<file path="src/rtl/ipm_pkg.sv">
`default_nettype none
// ----------------------------------------------------------------------------
// Isophote marker package
// Shared widths, register indexes, reset values and constants of the
// isophote crossing pixel marker.
// ----------------------------------------------------------------------------
package ipm_pkg;

    // Sample and register widths.
    localparam int SAMPLE_BITS    = 16;
    localparam int STEP_BITS      = 16;
    localparam int ROW_WIDTH_BITS = 13;
    localparam int CFG_DATA_BITS  = 16;
    localparam int CFG_INDEX_BITS = 3;

    // Default depth of the line store.
    localparam int MAX_ROW_WIDTH_DEFAULT = 4096;

    // Remainder pipeline: dividend bits retired per stage.
    localparam int REM_BITS_PER_STAGE = 4;

    // Smallest row the block handles.
    localparam int MIN_ROW_WIDTH = 2;

    // Configuration register indexes.
    localparam logic [CFG_INDEX_BITS-1:0] CFG_THRESHOLD_LOW  = 3'd0;
    localparam logic [CFG_INDEX_BITS-1:0] CFG_THRESHOLD_HIGH = 3'd1;
    localparam logic [CFG_INDEX_BITS-1:0] CFG_LEVEL_STEP     = 3'd2;
    localparam logic [CFG_INDEX_BITS-1:0] CFG_SHOW_LEVEL     = 3'd3;
    localparam logic [CFG_INDEX_BITS-1:0] CFG_ROW_WIDTH      = 3'd4;

    // Register reset values.
    localparam logic signed [SAMPLE_BITS-1:0] THRESHOLD_LOW_RESET  = 16'sd0;
    localparam logic signed [SAMPLE_BITS-1:0] THRESHOLD_HIGH_RESET = 16'sd32767;
    localparam logic [STEP_BITS-1:0]          LEVEL_STEP_RESET     = 16'd256;
    localparam logic                          SHOW_LEVEL_RESET     = 1'b0;
    localparam int                            ROW_WIDTH_RESET      = 512;

    // Value given for a marked pixel when the level is not shown.
    localparam logic signed [SAMPLE_BITS-1:0] ISO_MARK = 16'sd1;

endpackage
`default_nettype wire

</file>
<file path="src/rtl/ipm_rem_pipe.sv">
`default_nettype none
// ----------------------------------------------------------------------------
// Pipelined remainder unit
// Restoring division of an unsigned dividend by an unsigned divisor that
// retires a few dividend bits per stage. Each stage has its own valid bit and
// advances when the next stage is empty or moving. A side word travels with
// every item.
// ----------------------------------------------------------------------------
module ipm_rem_pipe #(
    parameter int DIVIDEND_BITS  = ipm_pkg::SAMPLE_BITS,
    parameter int BITS_PER_STAGE = ipm_pkg::REM_BITS_PER_STAGE,
    parameter int SIDE_BITS      = 1
) (
    input  wire logic                          clk,
    input  wire logic                          rst_n,
    input  wire logic                          in_valid,
    output logic                               in_ready,
    input  wire logic [DIVIDEND_BITS-1:0]      in_dividend,
    input  wire logic [SIDE_BITS-1:0]          in_side,
    input  wire logic [ipm_pkg::STEP_BITS-1:0] divisor,
    output logic                               out_valid,
    input  wire logic                          out_ready,
    output logic [ipm_pkg::STEP_BITS-1:0]      out_rem,
    output logic [SIDE_BITS-1:0]               out_side
);

    localparam int STAGES   = (DIVIDEND_BITS + BITS_PER_STAGE - 1) / BITS_PER_STAGE;
    localparam int PAD_BITS = STAGES * BITS_PER_STAGE;
    localparam int RB       = ipm_pkg::STEP_BITS;

    logic [STAGES-1:0]   valid_reg;
    logic [STAGES-1:0]   en;
    logic [STAGES-1:0]   src_valid;
    logic [PAD_BITS-1:0] src_bits [STAGES];
    logic [RB-1:0]       src_rem  [STAGES];
    logic [SIDE_BITS-1:0] src_side [STAGES];
    logic [PAD_BITS-1:0] bits_reg [STAGES];
    logic [RB-1:0]       rem_reg  [STAGES];
    logic [SIDE_BITS-1:0] side_reg [STAGES];

    for (genvar k = 0; k < STAGES; k++) begin : g_stage
        logic [PAD_BITS-1:0] bits_next;
        logic [RB-1:0]       rem_next;

        if (k == 0) begin : g_first
            assign src_valid[k] = in_valid;
            assign src_bits[k]  = PAD_BITS'(in_dividend);
            assign src_rem[k]   = '0;
            assign src_side[k]  = in_side;
        end
        else begin : g_rest
            assign src_valid[k] = valid_reg[k-1];
            assign src_bits[k]  = bits_reg[k-1];
            assign src_rem[k]   = rem_reg[k-1];
            assign src_side[k]  = side_reg[k-1];
        end

        if (k == STAGES - 1) begin : g_last_en
            assign en[k] = !valid_reg[k] || out_ready;
        end
        else begin : g_mid_en
            assign en[k] = !valid_reg[k] || en[k+1];
        end

        // Shift the stage's dividend bits one at a time into the partial
        // remainder and subtract the divisor whenever it fits.
        always_comb
        begin : step_logic
            logic [RB:0]         trial;
            logic [RB-1:0]       rem_w;
            logic [PAD_BITS-1:0] bits_w;
            rem_w  = src_rem[k];
            bits_w = src_bits[k];
            trial  = '0;
            for (int i = 0; i < BITS_PER_STAGE; i++)
            begin
                trial  = {rem_w, bits_w[PAD_BITS-1]};
                bits_w = {bits_w[PAD_BITS-2:0], 1'b0};
                if (trial >= {1'b0, divisor})
                begin
                    rem_w = RB'(trial - {1'b0, divisor});
                end
                else
                begin
                    rem_w = trial[RB-1:0];
                end
            end
            rem_next  = rem_w;
            bits_next = bits_w;
        end

        always_ff @(posedge clk or negedge rst_n)
        begin
            if (!rst_n)
            begin
                valid_reg[k] <= 1'b0;
            end
            else if (en[k])
            begin
                valid_reg[k] <= src_valid[k];
            end
        end

        always_ff @(posedge clk)
        begin
            if (en[k] && src_valid[k])
            begin
                bits_reg[k] <= bits_next;
                rem_reg[k]  <= rem_next;
                side_reg[k] <= src_side[k];
            end
        end
    end

    assign in_ready  = en[0];
    assign out_valid = valid_reg[STAGES-1];
    assign out_rem   = rem_reg[STAGES-1];
    assign out_side  = side_reg[STAGES-1];

endmodule
`default_nettype wire

</file>
<file path="config.mk">
export PLATFORM = sky130hd
export DESIGN_NAME = ipm_rem_pipe
export DESIGN_NICKNAME = d
export VERILOG_FILES = /design/src/rtl/ipm_pkg.sv /design/src/rtl/ipm_rem_pipe.sv
export SDC_FILE = /design/constraint.sdc
export NUM_CORES = 1
export LEC_CHECK = 0
export BUFFER_PORTS_ARGS = -buffer_cell sky130_fd_sc_hd__buf_2
export CAP_MARGIN = 25
export CORE_MARGIN = 2
export CORE_UTILIZATION = 40
export DETAILED_ROUTE_END_ITERATION = 10
export SETUP_SLACK_MARGIN = 0.02
export SLEW_MARGIN = 30
export SYNTH_ARGS = -nofsm -noshare
export SYNTH_HDL_FRONTEND = slang
export SYNTH_SLANG_ARGS = --single-unit
</file>
<file path="constraint.sdc">
create_clock -name clk -period 19.5 [get_ports clk]
set_input_delay 3.9 -clock clk [delete_from_list [all_inputs] [get_ports clk]]
set_output_delay 3.9 -clock clk [all_outputs]
set_load 0.02 [all_outputs]
</file>
==> run metrics, run 1 <==
cell taking the most area after synthesis ha_1; CTS tree yes; Total Wirelength 55900 um; syn avg cell area 8.27 sq um; final core area utilization 0.435; gp weighted congestion 0.964; actual slew at the worst max-slew pin 0.900 ns; Ys Warns 0; pin count of the biggest net entering global routing 30; vias in the first global route 16.1k; status completed; crit start category primary input; vias per cell 5.99; Post-DRT Antenna Nets 0; Crit Path Category primary input to flop; asr flop ratio synth 0.0417; height of the die 213 um; clock skew 0.0226 ns; drt pass-1 iters 6; CTS clk-pin slew, worst paths 0.08 ns; CTS H-tree lvls 3; Starting Density 0.405; CP Launch Point divisor[1]; fin crit period 15.97 ns; CTS Buf Count 9; Max Fclk 62.6 MHz; Die ar. 0.0453 sq mm; IO buf count 55; critical path's most frequent cell a21oi_1; vias 16.4k; Slew Viols, Final 0; sequential area share after synthesis 0.164; WP data arrival 16.10 ns; clock tree root buffer cell clkbuf_16; Die W 213 um; final net count 2449; Cells after Synth 2109; Worst Hold Class flop to flop; DR WL/cell 20.4 um; DRT iter0 DRCs 1284; crit end category flop; period utilization 0.819; Mapped Area 0.0174 sq mm; DRC Markers 0; # Max-Cap Violations 0; Hold Vio Cnt, Final 0; Antenna diodes 0; fraction of layout cells with a size suffix above 1 0.106; EDFF count, synth 92; RSZ-0062 raised after global routing no; Crit path required time 19.64 ns; synth-to-layout area growth 7.36%; slowest stage cell, crit path o41ai_1; # fillers 4331; Placement Rows 76; setup TNS 0 ns; Max-slew headroom 0.398; Synth area leaders ha_1 (17%), edfxtp_1 (16%), mux2_2 (5.5%); cell depth of the worst flop-to-flop path 40; CP max FO 26; max incr delay on CP 0.68 ns; Total Routing Usage GR 0.248; Max Root-Sink Buffers 2; grt ovf 0; ys flop type edfxtp_1; Syn Nets 2403; Reg2Reg Setup Slack 7.13 ns; Post-CTS Setup Repair Bufs 0; WHS 0.423 ns; Hold-fix buffers, CTS 0; CTS sink cnt 96; reg2reg end rem_reg[1][10]$_DFFE_PP_; worst skew pair latency 0.39 ns; I/O Pins 56; endpoints failing setup 0; top-area cell type share of the netlist area 0.174; worst setup path endpoint rem_reg[1][10]$_DFFE_PP_; core area 0.0431 sq mm; first-pass GRT wire length 86900 um; #FFs+latches synth 96; DP Wirelength 42900 um; post-synthesis cell type count 93; Largest register FFs 64; initial antenna violation count 0; post-CTS sizing 0; worst r2r src rem_reg[0][0]$_DFFE_PP_
-- per-layer routing --
| layer | routed length, um | vias up | track usage |
|---|---|---|---|
| li1 | - | 8108 | - |
| met1 | 24800 | 7833 | 0.314 |
| met2 | 26400 | 389 | 0.430 |
| met3 | 2790 | 110 | 0.0362 |
| met4 | 1960 | 0 | 0.0827 |
| met5 | 0 | - | 0 |
-- cell usage after synthesis, types with 6 or more instances --
| cell | count |
|---|---|
| a211o_1 | 10 |
| a211oi_1 | 26 |
| a21boi_0 | 19 |
| a21o_1 | 57 |
| a21oi_1 | 170 |
| a221o_1 | 9 |
| a22o_1 | 14 |
| a311oi_1 | 8 |
| a31oi_1 | 13 |
| a41oi_1 | 6 |
| and2_1 | 27 |
| and3_1 | 13 |
| buf_2 | 10 |
| clkbuf_1 | 29 |
| edfxtp_1 | 92 |
| fa_1 | 15 |
| ha_1 | 242 |
| inv_1 | 107 |
| mux2_2 | 85 |
| mux2_4 | 10 |
| mux2i_1 | 46 |
| nand2_1 | 143 |
| nand2b_1 | 33 |
| nand3_1 | 50 |
| nand3b_1 | 6 |
| nand4_1 | 38 |
| nor2_1 | 162 |
| nor2b_1 | 40 |
| nor3_1 | 48 |
| nor4_1 | 19 |
| o211ai_1 | 19 |
| o21a_1 | 54 |
| o21ai_0 | 131 |
| o21bai_1 | 19 |
| o221ai_1 | 7 |
| o31a_1 | 19 |
| o31ai_1 | 14 |
| o41ai_1 | 6 |
| or2_2 | 12 |
| or3_1 | 16 |
| or4_1 | 7 |
| xnor2_1 | 106 |
| xor2_1 | 50 |
-- per-stage QoR --
step,std cells,worst slack (ns),cell area [sq um]
after global routing,2745,2.39,18700
after detailed placement,2729,3.42,18400
after floorplan,2109,5.26,17400
after CTS,2745,3.80,18700
after global placement,2729,3.83,18400
final,2745,3.53,18700
-- worst max-delay path: cells and delay by family --
| kind | cells | cell delay [ns] |
|---|---|---|
| AND/OR/NAND/NOR | 9 | 2.57 |
| AO/OA/AOI/OAI | 24 | 7.32 |
| adder cells (fa/ha/maj) | 4 | 1.20 |
| multiplexers | 1 | 0.40 |
| buffers and inverters | 4 | 0.68 |
-- logic make-up (layout without fill, tap and decap cells) --
kind of cell               Yosys count  count (layout)  synth area share
AOI/OAI and AO/OA                  673             673             0.261
xor gates and xnor gates           156             156            0.0784
adders and majority gates          257             257             0.191
buffers and inverters              150             201            0.0346
DFF                                 96              96             0.164
muxes                              142             142            0.0906
and+or+nand+nor                    635             635             0.180
-- how the worst min path moves through the flow --
| stage | startpoint | endpoint | cells after the start |
|---|---|---|---|
| floorplan | bits_reg[0][6]$_DFFE_PP_ | bits_reg[1][10]$_DFFE_PP_ | 0 |
| detailed placement | bits_reg[0][3]$_DFFE_PP_ | bits_reg[1][7]$_DFFE_PP_ | 0 |
| global placement | bits_reg[0][7]$_DFFE_PP_ | bits_reg[1][11]$_DFFE_PP_ | 0 |
| global route | side_reg[2]$_DFFE_PP_ | side_reg[3]$_DFFE_PP_ | 0 |
| CTS | bits_reg[0][4]$_DFFE_PP_ | bits_reg[1][8]$_DFFE_PP_ | 0 |
| finish | bits_reg[0][3]$_DFFE_PP_ | bits_reg[1][7]$_DFFE_PP_ | 0 |
-- cell type report --
type | count | area, sq um | area share
multi-input cells | 1863 | 14000 | 0.746
repair buffers | 77 | 440 | 0.0235
well taps | 585 | 732 | 0.0391
clock buffers | 9 | 225 | 0.0120
clock inverters | 7 | 81.3 | 0.00434
inverters | 108 | 405 | 0.0217
flip-flops and latches | 96 | 2860 | 0.153
-- layout by cell type (no fill, tap or decap), types with 14 or more instances in the layout --
| master | Yosys | routed |
|---|---|---|
| fa_1 | 15 | 15 |
| inv_1 | 107 | 107 |
| o21ai_0 | 131 | 131 |
| nand2b_1 | 33 | 33 |
| o21a_1 | 54 | 54 |
| buf_2 | 10 | 55 |
| o211ai_1 | 19 | 19 |
| o31a_1 | 19 | 19 |
| nor4_1 | 19 | 19 |
| xor2_1 | 50 | 50 |
| nand2_1 | 143 | 143 |
| and2_1 | 27 | 26 |
| a22o_1 | 14 | 14 |
| ha_1 | 242 | 242 |
| nor2b_1 | 40 | 40 |
| o31ai_1 | 14 | 14 |
| buf_4 | 1 | 22 |
| a211oi_1 | 26 | 26 |
| a21o_1 | 57 | 57 |
| o21bai_1 | 19 | 19 |
| nor2_1 | 162 | 162 |
| nand4_1 | 38 | 38 |
| mux2_2 | 85 | 85 |
| edfxtp_1 | 92 | 92 |
| mux2i_1 | 46 | 46 |
| or3_1 | 16 | 16 |
| nor3_1 | 48 | 48 |
| nand3_1 | 50 | 50 |
| a21boi_0 | 19 | 19 |
| a21oi_1 | 170 | 170 |
| xnor2_1 | 106 | 106 |
Power of run 1 is not shown: default switching activity piles up to over one toggle a cycle in this logic, so the estimate is an artifact.
==> run 2: changes to the inputs <==
- ABC_AREA: default -> 1
- clock period: 19.5 -> 13.5 ns (I/O delays scaled with it)
==> run 2 against run 1 <==
Net effect: cell count increased by 26%; synthesized cell count increased by 33%; final area grew 2.6%; non-clock buffer count rose by 8; count of clock-buffer cells in the layout is the same; worst hold slack got worse by 0.0051 ns; flip-flop and latch count unchanged; global-route usage grew 1.0 points; via count up 12%.
==> run metrics, run 2 <==
status completed; Crit path required time 13.67 ns (-5.97 ns); slowest stage cell, crit path a21oi_2; # fillers 4612 (+6.5%); CTS clk-pin slew, worst paths 0.09 ns (about the same); Max Fclk 83.3 MHz; Hold Path Origin bits_reg[1][5]$_DFFE_PP_; sequential area share after synthesis 0.160 (-0.00414); pin count of the biggest net entering global routing 29 (-3.3%); clock tree root buffer cell clkbuf_16; clock skew 0.0214 ns (-0.00122 ns); sequential cell area 0.00286 sq mm (unchanged); Placed Instance Area 0.0189 sq mm (+2.7%); crit start category primary input; Max-slew headroom 0.418 (+0.0195); reg2reg end rem_reg[1][15]$_DFFE_PP_; Post-CTS Setup Repair Bufs 0 (unchanged); Placement Rows 77 (+1.3%); grt ovf 0 (unchanged); met3 wire length 2870 um (+2.8%); Worst Hold Depth 0 (unchanged); initial antenna violation count 0 (unchanged); Reg2Reg Setup Slack 4.19 ns (-2.94 ns); most numerous cell in the Yosys netlist nand2_1; DR WL/cell 17.4 um (-15%); CTS H-tree lvls 3 (unchanged); RSZ-0062 raised after global routing no; most frequent cells after synthesis nand2_1 (953), inv_1 (335), ha_1 (242); #FFs+latches synth 96 (unchanged); commonest cells after routing, fill and taps aside nand2_1 (953), inv_1 (333), ha_1 (242), nand3_1 (207), a21oi_1 (205); CTS tree yes; Worst Hold Path EP bits_reg[2][9]$_DFFE_PP_; Slew Viols, Final 0 (unchanged); most common cell after layout, fill and taps aside nand2_1; CTS Buf Count 9 (unchanged); Die W 215 um (+1.3%); Syn Nets 3091 (+29%); Top Metal Used met4; top-area cell type share of the netlist area 0.200 (+0.0263); CTS sink cnt 96 (unchanged); critical path's most frequent cell nand2_1; core area 0.0442 sq mm (+2.7%); IO buf count 55 (unchanged); endpoints failing setup 0 (unchanged); EDFF count, synth 92 (unchanged); Largest register FFs 64 (unchanged); CP max FO 25 (-3.8%); worst r2r src rem_reg[0][11]$_DFFE_PP_; drt pass-1 iters 6 (unchanged); Cells after Synth 2797 (+33%); period utilization 0.889; Starting Density 0.405 (about the same); post-synthesis cell type count 51 (-45%); Antenna diodes 0 (unchanged); fin crit period 12.00 ns; WP data arrival 12.18 ns (-3.92 ns); cell taking the most area after synthesis nand2_1; max incr delay on CP 0.67 ns (about the same); syn avg cell area 6.40 sq um (-23%); final net count 3149 (+29%); Hold Vio Cnt, Final 0 (unchanged); worst skew pair latency 0.41 ns (+0.02 ns); height of the die 215 um (+1.3%); synth-to-layout area growth 7.34% (about the same); DRC Markers 0 (unchanged); # Max-Cap Violations 0 (unchanged); Crit Path Category primary input to flop; Total Routing Usage GR 0.258 (+0.0102); asr flop ratio synth 0.0417 (unchanged); gp weighted congestion 0.973 (+0.90%); vias 18.4k (+12%); vias in the first global route 17.8k (+11%); ys flop type edfxtp_1; actual slew at the worst max-slew pin 0.868 ns (-0.0317 ns); Total Wirelength 59900 um (+7.2%); crit end category flop; Synth area leaders nand2_1 (20%), ha_1 (17%), edfxtp_1 (15%); setup TNS 0 ns (unchanged); Max Root-Sink Buffers 2 (unchanged); first-pass GRT wire length 94200 um (+8.4%); metal1 wirelength 26400 um (+6.7%); multi-input logic area 0.0135 sq mm (-3.6%); vias per cell 5.33 (-11%); Die ar. 0.0464 sq mm (+2.5%); metal2 WL 28200 um (+7.0%); DRT iter0 DRCs 1353 (+5.4%); Mapped Area 0.0179 sq mm (+2.6%); cell depth of the worst flop-to-flop path 38 (-5.0%); Post-DRT Antenna Nets 0 (unchanged); DP Wirelength 48100 um (+12%); I/O Pins 56 (unchanged); Worst Hold Class flop to flop; post-CTS sizing 0 (unchanged); Hold-fix buffers, CTS 0 (unchanged); Finished Cell Area 0.0192 sq mm (+2.6%); Ys Warns 0 (unchanged); fraction of layout cells with a size suffix above 1 0.0640 (-0.0420)
==> run 2: cell count changes after synthesis, moves of 58 or more <==
| cell | previous run | this run |
|---|---|---|
| nand3_1 | 50 | 207 |
| xor2_1 | 50 | 108 |
| inv_1 | 107 | 335 |
| mux2_2 | 85 | 0 |
| nand2_1 | 143 | 953 |
==> run 2: worst max-delay path, delay by kind of cell <==
| kind | cells | cell delay [ns] |
|---|---|---|
| adder cells (fa/ha/maj) | 4 | 1.46 |
| AO/OA/AOI/OAI | 11 | 3.35 |
| buffers and inverters | 5 | 1.20 |
| AND/OR/NAND/NOR | 24 | 3.33 |
| XOR/XNOR | 1 | 0.09 |
==> run 2: worst max path at each step <==
stage               cells past startpoint                  endpoint  slack [ns]       start
floorplan                              48  rem_reg[2][11]$_DFFE_PP_        3.19  divisor[1]
global placement                       45  rem_reg[3][14]$_DFFE_PP_        1.12  divisor[1]
detailed placement                     45  rem_reg[3][14]$_DFFE_PP_        1.12  divisor[1]
CTS                                    45  rem_reg[3][14]$_DFFE_PP_        1.53  divisor[1]
global route                           45   rem_reg[3][5]$_DFFE_PP_        0.53  divisor[1]
finish                                 45  rem_reg[3][14]$_DFFE_PP_        1.50  divisor[1]
==> run 2: logic make-up after synthesis <==
family / after synthesis / share of synthesized area
buf+inv: 389 / 0.0876
flops: 96 / 0.160
xor+xnor: 177 / 0.0867
compound gates: 449 / 0.138
simple gates: 1429 / 0.341
fa+ha+maj: 257 / 0.186
==> run 2: per-stage QoR <==
step / util / worst slack, ns / std cells / hold WS, ns
2_1_floorplan: - / 3.19 / 2797 / 0.400
3_3_place_gp: 0.427 / 1.12 / 3435 / 0.403
3_5_place_dp: 0.428 / 1.12 / 3436 / 0.405
4_1_cts: 0.434 / 1.53 / 3452 / 0.420
5_1_grt: 0.434 / 0.526 / 3452 / 0.429
6_report: 0.434 / 1.50 / 3452 / 0.418
==> run 2: routing by layer <==
metal,track usage,vias up
met5,0,-
met4,0.108,0
met3,0.0290,120
met2,0.447,539
met1,0.325,8338
li1,-,9394
==> run 2: final cells by class <==
class | instances | area share
multi-input combinational | 2312 | 0.701
sequential | 96 | 0.149
inverter | 351 | 0.0687
tap | 592 | 0.0386
timing repair buffer | 85 | 0.0271
clock buffer | 9 | 0.0117
clock inverter | 7 | 0.00352
Power of run 2 is left out for the same reason.
